**config.mk**
```make
export PLATFORM = sky130hd
export DESIGN_NAME = bresenham_line_rasterizer_flat
export DESIGN_NICKNAME = d
export VERILOG_FILES = /design/src/rtl/core/blr_pkg.sv /design/src/rtl/core/blr_req_if.sv /design/src/rtl/core/blr_rsp_if.sv /design/src/rtl/core/blr_queue.sv /design/src/rtl/core/blr_front.sv /design/src/rtl/core/blr_back.sv /design/src/rtl/core/bresenham_line_rasterizer.sv /design/src/flat_wrapper.sv
export SDC_FILE = /design/constraint.sdc
export NUM_CORES = 1
export LEC_CHECK = 0
export BUFFER_PORTS_ARGS = -buffer_cell sky130_fd_sc_hd__buf_2
export CORE_ASPECT_RATIO = 1.1
export CORE_UTILIZATION = 32
export CTS_CLUSTER_SIZE = 20
export DETAILED_ROUTE_END_ITERATION = 7
export GPL_TIMING_DRIVEN = 0
export SYNTH_ARGS = -nofsm -noshare
export SYNTH_HDL_FRONTEND = slang
export SYNTH_HIERARCHICAL = 1
export SYNTH_SLANG_ARGS = --single-unit
```
**constraint.sdc**
```tcl
create_clock -name clock -period 14.7 [get_ports clock]
set_input_delay 1.47 -clock clock [delete_from_list [all_inputs] [get_ports clock]]
set_output_delay 1.47 -clock clock [all_outputs]
set_load 0.05 [all_outputs]
```
**src/rtl/core/blr_pkg.sv**
```systemverilog
// shared types and constants for the line rasterizer
package blr_pkg;

   // request opcodes
   typedef enum logic {
      CMD_START = 1'b0,
      CMD_STEP  = 1'b1
   } cmd_type;

   // entries in the queue between front and back
   localparam int QUEUE_DEPTH = 2;

   // packed width of one decoded command for a given coordinate width
   // command, x, y, major end, error, two increments, three flags
   function automatic int cmd_bits(input int coord_bits);
      return 1 + 3 * coord_bits + (coord_bits + 3) + (coord_bits + 2)
         + (coord_bits + 3) + 3;
   endfunction

endpackage

```
**src/rtl/core/blr_req_if.sv**
```systemverilog
// request channel: command and line endpoints
interface blr_req_if #(
   parameter int COORD_BITS = 12
);
   logic                  valid;
   logic                  ready;
   logic                  command;
   logic [COORD_BITS-1:0] start_x;
   logic [COORD_BITS-1:0] start_y;
   logic [COORD_BITS-1:0] end_x;
   logic [COORD_BITS-1:0] end_y;

   modport source (
      output valid, command, start_x, start_y, end_x, end_y,
      input  ready
   );

   modport sink (
      input  valid, command, start_x, start_y, end_x, end_y,
      output ready
   );
endinterface

```
**src/rtl/core/blr_rsp_if.sv**
```systemverilog
// response channel: one response per request, a pixel or the no-line flag
interface blr_rsp_if #(
   parameter int COORD_BITS = 12
);
   logic                  valid;
   logic                  ready;
   logic [COORD_BITS-1:0] pixel_x;
   logic [COORD_BITS-1:0] pixel_y;
   logic                  last_pixel;
   logic                  no_line;

   modport source (
      output valid, pixel_x, pixel_y, last_pixel, no_line,
      input  ready
   );

   modport sink (
      input  valid, pixel_x, pixel_y, last_pixel, no_line,
      output ready
   );
endinterface

```
**src/rtl/core/blr_queue.sv**
```systemverilog
// small register queue between the decode front and the pixel back end
module blr_queue #(
   parameter int WIDTH = 8,
   parameter int DEPTH = 2
) (
   input  logic             clock,
   input  logic             reset,
   input  logic             push,
   input  logic [WIDTH-1:0] push_data,
   output logic             full,
   input  logic             pop,
   output logic             pop_valid,
   output logic [WIDTH-1:0] pop_data
);
   localparam int PTR_W = $clog2(DEPTH);
   localparam int CNT_W = $clog2(DEPTH + 1);

   logic [WIDTH-1:0] entries_ff [DEPTH];
   logic [PTR_W-1:0] wr_ptr_ff, wr_ptr_in;
   logic [PTR_W-1:0] rd_ptr_ff, rd_ptr_in;
   logic [CNT_W-1:0] count_ff, count_in;

   always_comb begin
      wr_ptr_in = wr_ptr_ff;
      rd_ptr_in = rd_ptr_ff;
      count_in  = count_ff;
      if (push) begin
         wr_ptr_in = (wr_ptr_ff == PTR_W'(DEPTH - 1)) ? '0 : wr_ptr_ff + 1'b1;
      end
      if (pop) begin
         rd_ptr_in = (rd_ptr_ff == PTR_W'(DEPTH - 1)) ? '0 : rd_ptr_ff + 1'b1;
      end
      if (push && !pop) begin
         count_in = count_ff + 1'b1;
      end else if (pop && !push) begin
         count_in = count_ff - 1'b1;
      end
   end

   always_ff @(posedge clock) begin
      if (reset) begin
         wr_ptr_ff <= '0;
         rd_ptr_ff <= '0;
         count_ff  <= '0;
      end else begin
         wr_ptr_ff <= wr_ptr_in;
         rd_ptr_ff <= rd_ptr_in;
         count_ff  <= count_in;
      end
   end

   always_ff @(posedge clock) begin
      if (push) begin
         entries_ff[wr_ptr_ff] <= push_data;
      end
   end

   assign full      = (count_ff == CNT_W'(DEPTH));
   assign pop_valid = (count_ff != '0);
   assign pop_data  = entries_ff[rd_ptr_ff];

   // occupancy never exceeds the storage
   a_count_bound: assert property (@(posedge clock) disable iff (reset)
      count_ff <= CNT_W'(DEPTH))
      else $error("queue count above depth");

   // a lone write grows the queue by one entry
   a_push_grows: assert property (@(posedge clock) disable iff (reset)
      (push && !pop) |=> (count_ff == $past(count_ff) + 1'b1))
      else $error("queue count did not follow a write");

   // reads only come from a queue that holds something
   a_pop_not_empty: assert property (@(posedge clock) disable iff (reset)
      pop |-> pop_valid)
      else $error("read from empty queue");

endmodule

```
**src/rtl/core/blr_front.sv**
```systemverilog
// decode front: classifies requests and does the line setup for starts
module blr_front #(
   parameter int  COORD_BITS = 12,
   localparam int CMD_W      = blr_pkg::cmd_bits(COORD_BITS)
) (
   blr_req_if.sink          req_if,
   input  logic             full,
   output logic             push,
   output logic [CMD_W-1:0] push_data
);
   localparam int CB = COORD_BITS;

   typedef struct packed {
      blr_pkg::cmd_type     command;
      logic [CB-1:0]        pos_x;
      logic [CB-1:0]        pos_y;
      logic [CB-1:0]        major_end;
      logic signed [CB+2:0] error_term;
      logic [CB+1:0]        inc_no_step;
      logic signed [CB+2:0] inc_with_step;
      logic                 minor_down;
      logic                 y_is_major;
      logic                 line_active;
   } cmd_entry_type;

   cmd_entry_type entry;
   logic [CB-1:0] adx, ady, amaj, amin;
   logic [CB-1:0] sx, sy, ex, ey;
   logic          y_major, swap;

   always_comb begin
      adx = (req_if.end_x >= req_if.start_x) ? req_if.end_x - req_if.start_x
                                             : req_if.start_x - req_if.end_x;
      ady = (req_if.end_y >= req_if.start_y) ? req_if.end_y - req_if.start_y
                                             : req_if.start_y - req_if.end_y;
      // ties walk along x
      y_major = (ady > adx);
      swap = y_major ? (req_if.start_y > req_if.end_y)
                     : (req_if.start_x > req_if.end_x);
      sx = swap ? req_if.end_x : req_if.start_x;
      sy = swap ? req_if.end_y : req_if.start_y;
      ex = swap ? req_if.start_x : req_if.end_x;
      ey = swap ? req_if.start_y : req_if.end_y;
      amaj = y_major ? ady : adx;
      amin = y_major ? adx : ady;

      entry.command       = blr_pkg::cmd_type'(req_if.command);
      entry.pos_x         = sx;
      entry.pos_y         = sy;
      entry.major_end     = y_major ? ey : ex;
      entry.error_term    = signed'({2'b00, amin, 1'b0}) - signed'({3'b000, amaj});
      entry.inc_no_step   = {1'b0, amin, 1'b0};
      entry.inc_with_step = signed'({2'b00, amin, 1'b0})
                          - signed'({2'b00, amaj, 1'b0});
      entry.minor_down    = y_major ? !(sx < ex) : !(sy < ey);
      entry.y_is_major    = y_major;
      entry.line_active   = (amaj != '0);
   end

   assign req_if.ready = !full;
   assign push         = req_if.valid && !full;
   assign push_data    = entry;

endmodule

```
**src/rtl/core/blr_back.sv**
```systemverilog
// pixel back end: line state, one step per cycle while the response is not held, response register
module blr_back #(
   parameter int  COORD_BITS = 12,
   localparam int CMD_W      = blr_pkg::cmd_bits(COORD_BITS)
) (
   input  logic             clock,
   input  logic             reset,
   input  logic             pop_valid,
   input  logic [CMD_W-1:0] pop_data,
   output logic             pop,
   blr_rsp_if.source        rsp_if
);
   localparam int CB = COORD_BITS;

   typedef struct packed {
      blr_pkg::cmd_type     command;
      logic [CB-1:0]        pos_x;
      logic [CB-1:0]        pos_y;
      logic [CB-1:0]        major_end;
      logic signed [CB+2:0] error_term;
      logic [CB+1:0]        inc_no_step;
      logic signed [CB+2:0] inc_with_step;
      logic                 minor_down;
      logic                 y_is_major;
      logic                 line_active;
   } cmd_entry_type;

   cmd_entry_type entry;

   logic [CB-1:0]        cur_x_ff, cur_x_in;
   logic [CB-1:0]        cur_y_ff, cur_y_in;
   logic [CB-1:0]        major_end_ff, major_end_in;
   logic signed [CB+2:0] error_ff, error_in;
   logic [CB+1:0]        inc_no_ff, inc_no_in;
   logic signed [CB+2:0] inc_with_ff, inc_with_in;
   logic                 minor_down_ff, minor_down_in;
   logic                 y_major_ff, y_major_in;
   logic                 active_ff, active_in;

   logic                 rsp_valid_ff, rsp_valid_in;
   logic [CB-1:0]        pixel_x_ff, pixel_x_in;
   logic [CB-1:0]        pixel_y_ff, pixel_y_in;
   logic                 last_ff, last_in;
   logic                 no_line_ff, no_line_in;

   logic [CB-1:0]        maj_cur, min_cur, maj_next, min_next;
   logic                 move_minor;
   logic signed [CB+2:0] err_step;

   always_comb begin
      entry = cmd_entry_type'(pop_data);
      pop   = pop_valid && (!rsp_valid_ff || rsp_if.ready);

      maj_cur    = y_major_ff ? cur_y_ff : cur_x_ff;
      min_cur    = y_major_ff ? cur_x_ff : cur_y_ff;
      move_minor = !error_ff[CB+2];
      maj_next   = maj_cur + 1'b1;
      if (move_minor) begin
         min_next = minor_down_ff ? min_cur - 1'b1 : min_cur + 1'b1;
         err_step = error_ff + inc_with_ff;
      end else begin
         min_next = min_cur;
         err_step = error_ff + signed'({1'b0, inc_no_ff});
      end

      cur_x_in      = cur_x_ff;
      cur_y_in      = cur_y_ff;
      major_end_in  = major_end_ff;
      error_in      = error_ff;
      inc_no_in     = inc_no_ff;
      inc_with_in   = inc_with_ff;
      minor_down_in = minor_down_ff;
      y_major_in    = y_major_ff;
      active_in     = active_ff;
      pixel_x_in    = pixel_x_ff;
      pixel_y_in    = pixel_y_ff;
      last_in       = last_ff;
      no_line_in    = no_line_ff;
      rsp_valid_in  = rsp_valid_ff && !rsp_if.ready;

      if (pop) begin
         rsp_valid_in = 1'b1;
         unique case (entry.command)
            blr_pkg::CMD_START: begin
               cur_x_in      = entry.pos_x;
               cur_y_in      = entry.pos_y;
               major_end_in  = entry.major_end;
               error_in      = entry.error_term;
               inc_no_in     = entry.inc_no_step;
               inc_with_in   = entry.inc_with_step;
               minor_down_in = entry.minor_down;
               y_major_in    = entry.y_is_major;
               active_in     = entry.line_active;
               pixel_x_in    = entry.pos_x;
               pixel_y_in    = entry.pos_y;
               last_in       = !entry.line_active;
               no_line_in    = 1'b0;
            end
            blr_pkg::CMD_STEP: begin
               if (!active_ff) begin
                  pixel_x_in = '0;
                  pixel_y_in = '0;
                  last_in    = 1'b0;
                  no_line_in = 1'b1;
               end else begin
                  cur_x_in   = y_major_ff ? min_next : maj_next;
                  cur_y_in   = y_major_ff ? maj_next : min_next;
                  error_in   = err_step;
                  active_in  = (maj_next != major_end_ff);
                  pixel_x_in = y_major_ff ? min_next : maj_next;
                  pixel_y_in = y_major_ff ? maj_next : min_next;
                  last_in    = (maj_next == major_end_ff);
                  no_line_in = 1'b0;
               end
            end
         endcase
      end
   end

   always_ff @(posedge clock) begin
      if (reset) begin
         active_ff    <= 1'b0;
         rsp_valid_ff <= 1'b0;
      end else begin
         active_ff    <= active_in;
         rsp_valid_ff <= rsp_valid_in;
      end
   end

   always_ff @(posedge clock) begin
      cur_x_ff      <= cur_x_in;
      cur_y_ff      <= cur_y_in;
      major_end_ff  <= major_end_in;
      error_ff      <= error_in;
      inc_no_ff     <= inc_no_in;
      inc_with_ff   <= inc_with_in;
      minor_down_ff <= minor_down_in;
      y_major_ff    <= y_major_in;
      pixel_x_ff    <= pixel_x_in;
      pixel_y_ff    <= pixel_y_in;
      last_ff       <= last_in;
      no_line_ff    <= no_line_in;
   end

   assign rsp_if.valid      = rsp_valid_ff;
   assign rsp_if.pixel_x    = pixel_x_ff;
   assign rsp_if.pixel_y    = pixel_y_ff;
   assign rsp_if.last_pixel = last_ff;
   assign rsp_if.no_line    = no_line_ff;

   // shown pixel and line state agree: last pixel exactly when the line closed
   a_last_matches_state: assert property (@(posedge clock) disable iff (reset)
      (rsp_valid_ff && !no_line_ff) |-> (last_ff == !active_ff))
      else $error("last pixel flag out of step with line state");

   // an active line has not yet reached its end on the major axis
   a_major_below_end: assert property (@(posedge clock) disable iff (reset)
      active_ff |-> (maj_cur < major_end_ff))
      else $error("major coordinate past line end");

   // a no-line response carries a zero pixel
   a_no_line_zero: assert property (@(posedge clock) disable iff (reset)
      (rsp_valid_ff && no_line_ff) |->
         (pixel_x_ff == '0 && pixel_y_ff == '0 && !last_ff))
      else $error("no-line response with pixel data");

endmodule

```
**src/rtl/core/bresenham_line_rasterizer.sv**
```systemverilog
// an accepted request is written into the queue, then its pixel is registered in the response register
// throughput: one request and one pixel per clock while responses are taken; the step is one add and compare
// the two-entry queue between decode and step logic lets either side stall alone
// reset (synchronous, active high) empties the queue, drops any line, clears response valid
// a step request with no line active answers with the no-line flag
module bresenham_line_rasterizer #(
   parameter int COORD_BITS = 12
) (
   input  logic      clock,
   input  logic      reset,
   blr_req_if.sink   req_if,
   blr_rsp_if.source rsp_if
);
   localparam int CMD_W = blr_pkg::cmd_bits(COORD_BITS);

   // front to queue
   logic             push;
   logic [CMD_W-1:0] push_data;
   logic             full;

   // queue to back end
   logic             pop;
   logic             pop_valid;
   logic [CMD_W-1:0] pop_data;

   // decode front: abs deltas, major axis pick, endpoint order, error setup
   blr_front #(
      .COORD_BITS (COORD_BITS)
   ) u_front (
      .req_if    (req_if),
      .full      (full),
      .push      (push),
      .push_data (push_data)
   );

   // decoded requests wait here until the back end can take them
   blr_queue #(
      .WIDTH (CMD_W),
      .DEPTH (blr_pkg::QUEUE_DEPTH)
   ) u_queue (
      .clock     (clock),
      .reset     (reset),
      .push      (push),
      .push_data (push_data),
      .full      (full),
      .pop       (pop),
      .pop_valid (pop_valid),
      .pop_data  (pop_data)
   );

   // back end: holds the line, walks one pixel per step, owns response register
   blr_back #(
      .COORD_BITS (COORD_BITS)
   ) u_back (
      .clock     (clock),
      .reset     (reset),
      .pop_valid (pop_valid),
      .pop_data  (pop_data),
      .pop       (pop),
      .rsp_if    (rsp_if)
   );

endmodule
```
**src/flat_wrapper.sv**
```systemverilog
// flat-port wrapper written by rule: the top's interface ports become plain ports
module bresenham_line_rasterizer_flat 
#(
   parameter int COORD_BITS = 12
)
  (clock, reset, req_if_valid, req_if_command, req_if_start_x, req_if_start_y, req_if_end_x, req_if_end_y, req_if_ready, rsp_if_valid, rsp_if_pixel_x, rsp_if_pixel_y, rsp_if_last_pixel, rsp_if_no_line, rsp_if_ready);
  blr_req_if #(.COORD_BITS(COORD_BITS)) req_if_i ();
  blr_rsp_if #(.COORD_BITS(COORD_BITS)) rsp_if_i ();
  input  logic clock;
  input  logic reset;
  input wire logic [$bits(req_if_i.valid)-1:0] req_if_valid;
  input wire logic [$bits(req_if_i.command)-1:0] req_if_command;
  input wire logic [$bits(req_if_i.start_x)-1:0] req_if_start_x;
  input wire logic [$bits(req_if_i.start_y)-1:0] req_if_start_y;
  input wire logic [$bits(req_if_i.end_x)-1:0] req_if_end_x;
  input wire logic [$bits(req_if_i.end_y)-1:0] req_if_end_y;
  output wire logic [$bits(req_if_i.ready)-1:0] req_if_ready;
  output wire logic [$bits(rsp_if_i.valid)-1:0] rsp_if_valid;
  output wire logic [$bits(rsp_if_i.pixel_x)-1:0] rsp_if_pixel_x;
  output wire logic [$bits(rsp_if_i.pixel_y)-1:0] rsp_if_pixel_y;
  output wire logic [$bits(rsp_if_i.last_pixel)-1:0] rsp_if_last_pixel;
  output wire logic [$bits(rsp_if_i.no_line)-1:0] rsp_if_no_line;
  input wire logic [$bits(rsp_if_i.ready)-1:0] rsp_if_ready;
  assign req_if_i.valid = req_if_valid;
  assign req_if_i.command = req_if_command;
  assign req_if_i.start_x = req_if_start_x;
  assign req_if_i.start_y = req_if_start_y;
  assign req_if_i.end_x = req_if_end_x;
  assign req_if_i.end_y = req_if_end_y;
  assign req_if_ready = req_if_i.ready;
  assign rsp_if_valid = rsp_if_i.valid;
  assign rsp_if_pixel_x = rsp_if_i.pixel_x;
  assign rsp_if_pixel_y = rsp_if_i.pixel_y;
  assign rsp_if_last_pixel = rsp_if_i.last_pixel;
  assign rsp_if_no_line = rsp_if_i.no_line;
  assign rsp_if_i.ready = rsp_if_ready;
  bresenham_line_rasterizer #(.COORD_BITS(COORD_BITS)) u_core (.clock(clock), .reset(reset), .req_if(req_if_i), .rsp_if(rsp_if_i));
endmodule
```
# [Word-level counts from Yosys, hierarchy flattened]
# Memories as Yosys holds them, arrays and structs flattened. A register that Yosys moved wholly into a read port is not among the register bits.
# Cells that the tools add are included.
[totals] reg_bits=114 latch_bits=0 ram_bits=164 rom_bits=0 in_bits=53 word_cells=107 mem_count=1
[classes] n_addsub=15 multipliers=0 div_mod_pow=0 n_lt_le_gt_ge=7 n_eq_ne=4 n_shift=0 muxes=43 n_bitwise=1 n_reduce_logical=19
[memory_table] name="u_core.u_queue.entries_ff" words=2 width=82 rd=1 rd_clocked_by_memory_dff=1 wr=1 line_no="blr_queue.sv:18" rtl="logic [WIDTH-1:0] entries_ff [DEPTH];"
[op_table] op="$mux W12" count=19
[op_table] op="$pmux W12 S2" count=4
[op_table] op="$sub A12 B12 Y12" count=4
[op_table] op="$gt A12 B12 Y1" count=3
[op_table] op="$add A15 B15 Y15" count=2
[op_table] op="$mux W15" count=2
[op_table] op="$pmux W15 S2" count=1
[op_table] op="$add A12 B1 Y12 const B" count=2
[op_table] op="$ge A12 B12 Y1" count=2
[op_table] op="$lt A12 B12 Y1" count=2
[op_table] op="$sub A13 B12 Y14" count=1
[op_table] op="$sub A13 B13 Y14" count=1
[op_table] op="$eq A12 B12 Y1" count=1
[op_table] op="$mux W1" count=12
[op_table] op="$ne A12 B12 Y1" count=1
[op_table] op="$reduce_bool A12 Y1" count=1
[op_table] op="$sub A12 B1 Y12 const B" count=1
[op_table] op="$logic_not A1 Y1" count=8
[op_table] op="$pmux W1 S2" count=3
[op_table] op="$logic_and A1 B1 Y1" count=5
[op_table] op="$mux W2" count=2
[op_table] op="$reduce_and A2 Y1" count=2
[op_table] op="$reduce_bool A2 Y1" count=2
[op_table] op="$add A1 B1 Y1 const B" count=2
[op_table] op="6 further kinds" count=6

# [Depth between registers and ports, before layout]
[depth] ltp_word=8 ltp_mapped=34 ltp_nobuf=29

# [Cells and area by module]
# The synthesis kept the hierarchy.
[modules_own_cells] module="blr_queue" n_inst=1 cells_per_inst=283 area_each_um2=6511.2 seq_area_each_um2=5144.9
[modules_own_cells] module="blr_back" n_inst=1 cells_per_inst=562 area_each_um2=6507.5 seq_area_each_um2=3283.1
[modules_own_cells] module="blr_front" n_inst=1 cells_per_inst=834 area_each_um2=5425.2 seq_area_each_um2=0.0

# [Worst setup path before layout]
# OpenSTA, ideal clock, no wires.
[synth_timing] path_type="input to register" from="input port req_if_end_y[0]" to="memory u_core/u_queue/entries_ff[0][42] in the netlist's numbering (data pin)" setup_time_ns=0.262 arrival_ns=8.069 t_required_ns=14.438 slack_ns=6.369 stages=33 path_buffers=6 cell_sequence="inv_1 -> ha_1 -> inv_1 -> fa_1 -> nand3_1 -> a311oi_2 -> a211oi_4 -> buf_6 -> mux2i_1 -> o21ai_1 -> a31oi_1 -> xor2_1 -> inv_1 -> ha_1 -> nand2_1 -> or4_1 -> o21ai_1 -> a21o_1 -> buf_2 -> buf_2 -> clkbuf_1 -> buf_2 -> buf_2 -> mux2i_1 -> fa_1 -> a21o_1 -> a21oi_1 -> nand3_1 -> a211oi_1 -> a211oi_2 -> or3_1 -> a21oi_1 -> xnor2_1"
[synth_via] elab_chain_len=5 word_cells_on_any_way=8 classes_between="add/sub: 3; order compare: 2; mux: 3"
[synth_lines] element="start, declared" line_no="flat_wrapper.sv:16" rtl="input wire logic [$bits(req_if_i.end_y)-1:0] req_if_end_y;"
[synth_lines] element="$sub A12 B12 Y12 (tied with other cells)" line_no="blr_front.sv:35" rtl=": req_if.start_y - req_if.end_y;"
[synth_lines] element="$mux W12 (*)" line_no="blr_front.sv:34" rtl="ady = (req_if.end_y >= req_if.start_y) ? req_if.end_y - req_if.start_y"
[synth_lines] element="$gt A12 B12 Y1" line_no="blr_front.sv:37" rtl="y_major = (ady > adx);"
[synth_lines] element="$mux W12 (*)" line_no="blr_front.sv:45" rtl="amin = y_major ? adx : ady;"
[synth_lines] element="net u_core.push_data[19]" line_no="bresenham_line_rasterizer.sv:18" rtl="logic [CMD_W-1:0] push_data;"
[synth_lines] element="$sub A13 B12 Y14 (*)" line_no="blr_front.sv:51" rtl="entry.error_term = signed'({2'b00, amin, 1'b0}) - signed'({3'b000, amaj});"
[synth_lines] element="end, declared" line_no="blr_queue.sv:18"
# The timed path passes the listed nets; every way through them passes the cells marked *.

# [Worst setup path in the final report]
[layout_timing] from="input port req_if_end_y[0]" to="memory u_core/u_queue/entries_ff[0][40] in the netlist's numbering (data pin)"
[layout_via] elab_chain_len=5 word_cells_on_any_way=8 classes_between="add/sub: 3; order compare: 2; mux: 3"
[layout_lines] element="$sub A12 B12 Y12 (tied with other cells)" line_no="blr_front.sv:35"
[layout_lines] element="$mux W12 (*)" line_no="blr_front.sv:34"
[layout_lines] element="$gt A12 B12 Y1 (*)" line_no="blr_front.sv:37"
[layout_lines] element="net u_core.u_front.y_major" line_no="blr_front.sv:29" rtl="logic y_major, swap;"
[layout_lines] element="$mux W12 (*)" line_no="blr_front.sv:45"
[layout_lines] element="net u_core.push_data[20]" line_no="bresenham_line_rasterizer.sv:18"
[layout_lines] element="$sub A13 B12 Y14 (*)" line_no="blr_front.sv:51"
# Marks and branches as above.

==> impl_results.md <==
- Synth top area share: 44.9%
- Fill cells: 5580
- TritonCTS Buffers: 28
- Clock root cell: clkbuf_16
- Post-layout power: 5.39 mW
- Area Growth Syn to Fin: 13.5%
- FF-to-FF setup slack: 10.30 ns
- Die width: 231 µm
- CP max-delay cell: buf_1
- Yosys reg bits: 283
- Layout cells sized above 1: 19.4%
- Largest net degree at the start of global routing: 46
- Pre-antenna DRT Iters: 5
- Ys Warns: 6
- Setup crit end kind: register
- Syn Std Cell Area: 0.0184 mm²
- Initial antenna violation count: 1
- Post-synth EDFFs: 276
- RD Place Congestion: 0.930
- Seq/Total Area, Yosys: 45.7%
- Ranking of synthesized cells by area: edfxtp_1, ha_1, mux2_4
- Vias: 13700
- Clock tree buffer depth: 3
- Clock tree from TritonCTS: built
- Antenna Violating Nets Remaining: 0
- Wire per inst: 20.6 µm
- Synth cell types: 107
- DP HPWL: 41100 µm
- Final net count: 1953
- Setup violations, final: 0
- Setup Skew: 0.00934 ns
- Final Hold Viols: 0
- Slew Viols, Final: 0
- Hold WC Path Type: reg -> reg
- RSZ-0062 raised after global routing: false
- Sequential cell area: 0.00843 mm²
- CTS H-Tree Depth: 1
- Vias in the first global route: 13600
- CP startpoint kind: primary input
- Clock period minus worst slack: 10.80 ns
- Reg2reg start: u_core/u_back/error_ff[14]$_DFFE_PP_
- Worst hold path depth: 2
- Multi-input logic area: 0.00924 mm²
- Global-route wire length before repair: 79800 µm
- I/O pin cnt: 81
- Full die area: 0.0586 mm²
- Worst Setup EP: u_core/u_queue/entries_ff[0][40]$_DFFE_PP_
- Final non-filler cell area: 0.0209 mm²
- GRT overflow: 0
- Cell mode on critical path: inv_1
- 1st-iter DRT viols: 969
- Critical Path RT: 14.97 ns
- Drt via density: 5.36
- LEAKAGE: 8.04 nW
- Post-CTS Resized: 0
- Crit. Startpoint: req_if_end_y[0]
- # diodes: 0
- Final Cycle Share: 73.5%
- Worst Reg2Reg Path Length in Cells: 14
- CP peak stage delay: 0.68 ns
- Max-cap violations: 0
- DRC: 0
- FMAX: 92.6 MHz
- Primary FF master, synth: edfxtp_1
- R2r endpoint: u_core/u_back/error_ff[10]$_DFFE_PP_
- Hold buffer count at cts: 0
- Status: finished, final reports clean
- Starting Density: 32.7%
- Cell taking the most area after synthesis: edfxtp_1
- Setup TNS: 0 ns
- Critical path arrival: 11.07 ns
- All-layer global routing usage: 17.7%
- CORE AREA: 0.0565 mm²
- Placed Area: 0.0199 mm²
- Buffers on Ports: 79
- Ys async rst share: 0%
- Hold slack: 0.506 ns
- Syn Area/Cell: 11.0 µm²
- Clock transition at path regs: 0.07 ns
- Die height: 254 µm
- Site row count: 91
- Clock latency on the worst-skew pair: 0.55 ns
- Sink Count: 283
- Slew HR: 25.9%
- Peak supply drop: 0.111 mV
- Setup Buffers After CTS: 0
- Drt total wl: 52700 µm
- Post-Syn Instances: 1679
- Critical Path Fanout Max: 10
- Worst-Margin Slew: 1.11 ns
- Setup CP Type: in -> reg
- Pwr dens: 257 mW/mm²
[cell usage after synthesis (all sizes together), types with 5 or more instances]
cell type and n:
a211o 10, a211oi 22, a21boi 8, a21o 33
a21oi 92, a22oi 6, a311oi 7, a31oi 16
and2 15, and3 11, buf 52, clkbuf 25
dfxtp 7, edfxtp 276, fa 7, ha 97
inv 97, mux2 127, mux2i 32, nand2 134
nand2b 16, nand3 45, nand3b 7, nand4 22
nand4b 7, nor2 90, nor2b 9, nor3 46
o211ai 20, o21a 25, o21ai 125, o21bai 6
o221ai 5, o22ai 6, o31ai 10, or3 13
xnor2 48, xor2 27
[how the worst min path moves through the flow]
| stage | startpoint | endpoint | slack (ns) |
|---|---|---|---|
| after CTS | u_core/u_queue/count_ff[1]$_SDFFE_PP0P_ | u_core/u_queue/count_ff[1]$_SDFFE_PP0P_ | 0.51 |
| final | u_core/u_queue/count_ff[1]$_SDFFE_PP0P_ | u_core/u_queue/count_ff[1]$_SDFFE_PP0P_ | 0.51 |
| after floorplan | u_core/u_queue/count_ff[1]$_SDFFE_PP0P_ | u_core/u_queue/count_ff[1]$_SDFFE_PP0P_ | 0.46 |
| after detailed placement | u_core/u_queue/count_ff[1]$_SDFFE_PP0P_ | u_core/u_queue/count_ff[1]$_SDFFE_PP0P_ | 0.50 |
| after global routing | u_core/u_queue/count_ff[1]$_SDFFE_PP0P_ | u_core/u_queue/count_ff[1]$_SDFFE_PP0P_ | 0.54 |
| after global placement | u_core/u_queue/count_ff[1]$_SDFFE_PP0P_ | u_core/u_queue/count_ff[1]$_SDFFE_PP0P_ | 0.47 |
[placed cells by master (no fill, tap or decap), types with 32 or more instances in the layout]
| cell | n |
|---|---|
| nor3_1 | 44 |
| mux2_4 | 60 |
| a21oi_1 | 87 |
| a21o_1 | 33 |
| inv_1 | 95 |
| mux2i_1 | 32 |
| ha_1 | 97 |
| nand3_1 | 44 |
| nor2_1 | 87 |
| buf_2 | 106 |
| o21ai_0 | 116 |
| nand2_1 | 133 |
| edfxtp_1 | 276 |
| xnor2_1 | 46 |
| mux2_2 | 67 |
[metal layers]
metal  share of wire, %  global-route usage [%]
met1                 45                    23.6
met4                3.4                    6.38
met3                4.5                    1.64
met5              0.021                       0
met2                 47                    29.8
[per-stage QoR]
| stage | util, % | std cells | worst slack [ns] |
|---|---|---|---|
| final | 37.1 | 2562 | 3.90 |
| after global routing | 37.1 | 2562 | 3.43 |
| after CTS | 37.1 | 2562 | 4.08 |
| after detailed placement | 35.3 | 2510 | 3.53 |
| after global placement | 35.0 | 2504 | 3.53 |
| after floorplan | - | 1681 | 6.37 |
[power breakdown]
| part | internal, mW | leakage (nW) | switching (mW) | total (mW) |
|---|---|---|---|---|
| registers | 1.46 | 2.64 | 0.119 | 1.58 |
| clock network | 0.454 | 0.484 | 0.315 | 0.769 |
| logic | 1.13 | 4.92 | 1.91 | 3.04 |
[flip-flops by register name, summed over array words and instances, names as in the netlist, 2 cells and up, named ones only]
name / count
u_core/u_back/cur_x_ff: 12
u_core/u_back/rsp_if.pixel_x: 12
u_core/u_back/cur_y_ff: 12
u_core/u_back/error_ff: 15
u_core/u_queue/entries_ff: 168
u_core/u_back/inc_no_ff: 14
u_core/u_back/inc_with_ff: 15
u_core/u_back/rsp_if.pixel_y: 12
u_core/u_queue/count_ff: 2
u_core/u_back/major_end_ff: 12
[worst max-delay path: cells and delay by family]
family,cells,cell delay [ns]
muxes,1,0.34
adders and majority gates,4,1.46
and+or+nand+nor,4,0.60
buffers and inverters,10,3.11
xor gates and xnor gates,1,0.42
AOI/OAI and AO/OA,13,3.64
[area by class of cell]
| class | instances | area share (%) |
|---|---|---|
| multi-input cells | 1223 | 44.2 |
| flip-flops and latches | 283 | 40.3 |
| well taps | 744 | 4.45 |
| clock buffers | 31 | 3.50 |
| repair buffers | 85 | 2.50 |
| plain buffers | 77 | 2.10 |
| inverters | 98 | 1.76 |
| clock inverters | 21 | 1.26 |
[cell families (layout without fill, tap and decap cells)]
kind of cell               count (synthesis)  after routing  share of synthesized area, %
and+or+nand+nor                          443            443                          12.2
AOI/OAI and AO/OA                        437            437                          15.9
DFF                                      283            283                          45.7
buffers and inverters                    175            312                          4.38
muxes                                    159            159                          10.7
adders and majority gates                106            106                          7.46
xor gates and xnor gates                  75             75                          3.64
other                                      1              3                        0.0203
(Power assumes the default switching activity.)
